<file path="config.mk">
export PLATFORM = sky130hd
export DESIGN_NAME = isort_cell
export DESIGN_NICKNAME = d
export VERILOG_FILES = /design/src/rtl/core/isort_pkg.sv /design/src/rtl/core/isort_cell.sv
export SDC_FILE = /design/constraint.sdc
export NUM_CORES = 1
export LEC_CHECK = 0
export ABC_AREA = 1
export BUFFER_PORTS_ARGS = -buffer_cell sky130_fd_sc_hd__buf_2
export CAP_MARGIN = 20
export CORE_MARGIN = 5
export CORE_UTILIZATION = 40
export DETAILED_ROUTE_END_ITERATION = 8
export PLACE_DENSITY = 0.75
export SLEW_MARGIN = 25
export SYNTH_ARGS = -nofsm -noshare
export SYNTH_HDL_FRONTEND = slang
export SYNTH_SLANG_ARGS = --single-unit
</file>
<file path="constraint.sdc">
create_clock -name aclk -period 2.1 [get_ports aclk]
set_input_delay 0.315 -clock aclk [delete_from_list [all_inputs] [get_ports aclk]]
set_output_delay 0.315 -clock aclk [all_outputs]
set_load 0.05 [all_outputs]
</file>
<file path="src/rtl/core/isort_pkg.sv">
// isort_pkg: shared widths, defaults and the cell control struct
// of the integer sorter; used by isort_cell and integer_sorter
// no dependencies
package isort_pkg;

    localparam int DATA_W        = 32;
    localparam int DEPTH_DEFAULT = 64;

    typedef logic signed [DATA_W-1:0] data_t;

    // per-cycle command broadcast to every cell of the chain
    typedef struct packed {
        logic ins;   // insert the broadcast item value
        logic pop;   // shift the chain one place toward cell 0
    } cell_ctl_t;

endpackage

</file>
<file path="src/rtl/core/isort_cell.sv">
// isort_cell: one slot of the sorting chain, holds one value and a valid bit
// depends on isort_pkg
module isort_cell
    import isort_pkg::*;
(
    input  logic      aclk,
    input  logic      aresetn,
    input  cell_ctl_t ctl,
    input  data_t     ins_value,
    input  logic      left_gt,
    input  data_t     left_value,
    input  logic      left_valid,
    input  data_t     right_value,
    input  logic      right_valid,
    output logic      gt,
    output data_t     value,
    output logic      valid
);

    data_t value_reg, value_next;
    logic  valid_reg, valid_next;

    // empty slot acts as plus infinity
    assign gt = !valid_reg || (value_reg > ins_value);

    // pop takes the right neighbour's value; insert: larger values move one place up, the boundary cell takes the item
    always_comb begin
        value_next = value_reg;
        valid_next = valid_reg;
        if (ctl.pop) begin
            value_next = right_value;
            valid_next = right_valid;
        end else if (ctl.ins && gt) begin
            if (left_gt) begin
                value_next = left_value;
                valid_next = left_valid;
            end else begin
                value_next = ins_value;
                valid_next = 1'b1;
            end
        end
    end

    // valid bit
    always_ff @(posedge aclk) begin
        if (!aresetn) begin
            valid_reg <= 1'b0;
        end else begin
            valid_reg <= valid_next;
        end
    end

    // payload
    always_ff @(posedge aclk) begin
        value_reg <= value_next;
    end

    assign value = value_reg;
    assign valid = valid_reg;

endmodule

</file>
== Yosys cells after proc, flatten, opt, wreduce, memory -nomap -nowiden ==
Cells that the tools add are included.
W data, S select, Z words.
Word-level totals
  bits in registers: 33
  bits of input ports: 103
Operators by class
  $lt $le $gt $ge: 1
  muxes and demuxes: 6
  reductions and logical operators: 4
Operator list (number)
  $mux W32: 3
  $gt A32 B32 Y1: 1
  $mux W1: 3
  $reduce_bool A2 Y1: 1
  $logic_and A1 B1 Y1: 1
  $logic_not A1 Y1: 1
  $logic_or A1 B1 Y1: 1

== Logic depth before layout (Yosys ltp) ==
  word-level depth: 5
  mapped depth: 20
  gate-level depth less buffers: 20

== Least setup slack after synthesis ==
OpenSTA, ideal clock, no wires.
  path type: register -> register
  start point: register value_reg[31] (netlist: value[31])
  end point: register value_reg[0] (netlist: value[0]) (enable)
  data arrival time: 2.413 ns
  slack: -0.689 ns
  cell stages (with the launch flop): 12
  clock period less this slack: 2.789 ns
  path through: edfxtp_1 ha_1 a21oi_1 o21a_2 nand2_1 a21oi_1 nand3_1 nand2_1 nand2_1 nand2_2 nand2_2 nand2_2
On the way
  word-level cells in the longest chain between the ends: 4
Ends and longest elaborated chain
  from (decl): RTL line isort_cell.sv:20  | data_t value_reg, value_next;
  from (signal assigned): RTL line isort_cell.sv:55  | value_reg <= value_next;
  $gt A32 B32 Y1: RTL line isort_cell.sv:24  | assign gt = !valid_reg || (value_reg > ins_value);
  $logic_or A1 B1 Y1: RTL line isort_cell.sv:24
  net gt: RTL line isort_cell.sv:15  | output logic gt,
  $logic_and A1 B1 Y1: RTL line isort_cell.sv:33  | end else if (ctl.ins && gt) begin
  $reduce_bool A2 Y1 (no source line)
The timed path passes the listed nets, and every way through them passes these cells.
A chain may end at the register's enable or synchronous reset.

== Worst setup path after layout ==
  start point: register value_reg[21] (netlist: value[21])
  end point: output port gt
On the way
  word-level cells in the longest chain between the ends: 2
Ends and longest elaborated chain (RTL line)
  $gt A32 B32 Y1: isort_cell.sv:24
  $logic_or A1 B1 Y1: isort_cell.sv:24
  to (decl): isort_cell.sv:15
Every way passes these cells.

==> results.py <==
metrics = {
    "global_route": {
        "antenna_found_initial": 0,
        "grt_pass1_wl_um": 12580,
        "grt_overflow": 0,
        "grt_pass1_vias": 2792,
        "grt_usage_pct": 18.58,
        "grt_max_degree": 40,
    },
    "sta": {
        "finalHoldViolCount": 0,
        "slew_headroom_pct": 62.96,
        "report.final.setup_viol": 34,
        "period_needed_ns": 2.418,
        "slew_viol_final": 0,
        "layout_setup_ws_ns": -0.3179,
        "rsz0062_at_grt": "true",
        "timing.fmax_mhz": 413.6,
        "post-route-period-util_pct": 115.1,
        "worst_slew_pin_slew_ns": 0.5556,
        "fin_skew_ns": 0.009498,
    },
    "placement": {
        "io_buffers": 136,
        "dpl_cell_area_um2": 3735,
        "gp_congestion": 0.8411,
        "dp.final_hpwl_um": 5909,
    },
    "clock_tree": {
        "cts-root-buf": "clkbuf_8",
        "cts_buffers": 5,
        "htreeDepth": 2,
        "path_clk_slew_ns": 0.07,
        "cts-hold-fix-buffers": 0,
        "cts.sinks": 33,
        "clock_latency_ns": 0.28,
        "cts_buffer_depth": 2,
        "cts_tree": "done",
    },
    "pwr": {
        "pwr-share-clk_pct": 18.9,
        "p_sw_share_pct": 37.56,
        "power.switching_uw": 898.5,
        "power.density_nw_per_um2": 567.3,
        "p_leak_uw": 0.002072,
        "p_comb_share_pct": 45.1,
        "vdd_ir_drop_max_mv": 0.3087,
        "power_uw": 2393,
        "intPower_uw": 1494,
        "pwr-share-seq_pct": 36.1,
    },
    "layout": {
        "drive_gt1_share_pct": 48.50,
        "nets": 633,
        "area_delta_synth_final_pct": 63.24,
        "fin_area_um2": 4218,
        "n_antenna_cell": 0,
        "largest_reg_flops": 32,
        "fill_cells": 507,
    },
    "detailed_routing": {
        "viasPerCell": 4.847,
        "ant_nets": 0,
        "vias": 2792,
        "drt_iter0_markers": 75,
        "dr.pass1.iters": 4,
        "wl_per_cell_um": 13.82,
        "drc": 0,
        "wirelength_um": 7963,
    },
    "floorplanning": {
        "fp-row-count": 29,
        "boundaryPins": 137,
        "die_h_um": 90.37,
        "core_um2": 6314,
        "dieArea_um2": 8167,
        "fp.dieW_um": 90.37,
        "initial_core_util_pct": 40.92,
    },
    "synthesis": {
        "syn-num-nets": 439,
        "synth_cell_types": 22,
        "ys_warn_count": 0,
        "ys_seq_elements": 33,
        "syn_area_um2": 2584,
        "syn_inst": 304,
        "syn_area_per_cell_um2": 8.499,
        "yosysSeqAreaShare_pct": 37.97,
    },
    "status": {
        "violations": "negative setup slack",
        "status": "finished with violations",
    },
    "critical_path": {
        "path_max_fanout": 2,
        "cp.arrival_ns": 2.10,
        "ff2ff_path_depth": 16,
        "cp-start-kind": "flop",
        "cp.required_ns": 1.78,
        "worstSetupPathType": "reg -> out",
        "critPathCaptureType": "output port",
    },
    "min_path": {
        "hold_depth": 3,
        "hold_path_class": "in -> reg",
    },
    "job": {
        "drv_cap": 0,
    },
}
kinds of logic after synthesis:
kind of cell / after synthesis / share of synthesized area, %
adders and majority gates: 32 / 15.50
AOI/OAI and AO/OA: 84 / 22.37
DFF: 33 / 37.97
and+or+nand+nor: 97 / 15.35
buffers and inverters: 58 / 8.813
stage by stage:
step	setup slack (ns)	utilization, %	TNS, ns	instances	hold slack [ns]
final	-0.3179	66.81	-5.299	576	0.2790
after global routing	-0.4863	66.81	-10.73	576	0.2876
after CTS	-0.3380	62.51	-5.294	566	0.2681
after detailed placement	-0.1734	59.16	-5.703	549	0.5721
after global placement	-0.1344	59.16	-4.379	549	0.5752
after floorplan	-0.2842	-	-9.272	304	0.4559
path summary, 6_finish.rpt:
kind | slack [ns] | startpoint | to
max | -0.32 | value[21]$_DFFE_PP_ | gt
min | 0.28 | aresetn | valid$_SDFFE_PN0P_
max reg2reg | -0.16 | value[7]$_DFFE_PP_ | value[3]$_DFFE_PP_
min reg2reg | 0.76 | valid$_SDFFE_PN0P_ | valid$_SDFFE_PN0P_
power groups by stage:
stage | Clock, µW | Combinational (µW) | Sequential [µW]
after floorplan | 0 | 347 | 1090
after global placement | 0 | 915 | 862
after detailed placement | 0 | 933 | 866
after CTS | 467 | 987 | 853
after global routing | 496 | 1180 | 870
final | 452 | 1080 | 863
placed cells by master (no fill, tap or decap), types with 2 or more instances in the layout:
cell type and instances:
clkinv_1 2, o21a_1 29, buf_12 3, inv_1 43, nor2_2 2, nand2_4 2
nand2_2 3, buf_4 58, o21ai_0 2, nand2_1 67, a21oi_2 7, nor2_1 13
o211ai_1 29, ha_4 13, buf_2 135, a21oi_1 14, nand3_1 3, edfxtp_1 32
nand2_8 7, ha_1 18, nand4_1 2, clkbuf_8 5
layout make-up:
| class | count | area (µm²) | share of cell area [%] |
|---|---|---|---|
| multi-input combinational | 217 | 1712 | 40.58 |
| timing repair buffer | 197 | 1182 | 28.03 |
| sequential | 33 | 980.9 | 23.26 |
| inverter | 44 | 165.2 | 3.916 |
| tap | 77 | 96.34 | 2.284 |
| clock buffer | 5 | 68.82 | 1.632 |
| clock inverter | 3 | 12.51 | 0.2966 |
routing by layer:
metal  track usage, %  vias to the layer above  wire [µm]
met5                0                        -          0
met4            5.583                        0        191
met3            4.500                       14        482
met2            32.99                       93       4083
met1            22.04                     1245       3206
li1                 -                     1440          -
synth_stat cells:
library cell	number	area, µm²
o21a_2	1	8.760
clkbuf_8	1	13.76
nand2_2	5	31.28
inv_2	1	3.750
a21o_1	1	7.510
edfxtp_1	32	960.9
o21ai_0	2	10.01
nor2_2	1	6.260
clkbuf_1	13	48.80
o21a_1	29	217.7
dfxtp_1	1	20.02
a21oi_1	20	100.1
ha_1	32	400.4
nor4_2	1	12.51
a21oi_2	1	8.760
nand4_1	2	12.51
o31ai_1	1	7.510
o211ai_1	29	217.7
nor2_1	15	56.30
inv_1	43	161.4
nand3_1	3	15.01
nand2_1	70	262.8
worst max-delay path, cell delays in order (launching register included):
cell      delay, ns
edfxtp_1       0.44
ha_4           0.28
a21oi_2        0.12
nor2_1         0.05
nor2_1         0.07
nand3_1        0.09
a21oi_2        0.16
nand2_1        0.06
nand2_1        0.06
nand2_1        0.06
nand2_2        0.11
nand2_8        0.05
buf_6          0.12
buf_12         0.14
what timing repair did:
action / CTS / global route
gates resized for setup: 6 / 25
gates cloned: 4 / 0
pin swaps: 13 / 22
buffers inserted: 5 / 11
setup endpoints to repair: 34 / 34
Note: power is estimated with default switching activity, not from simulation.
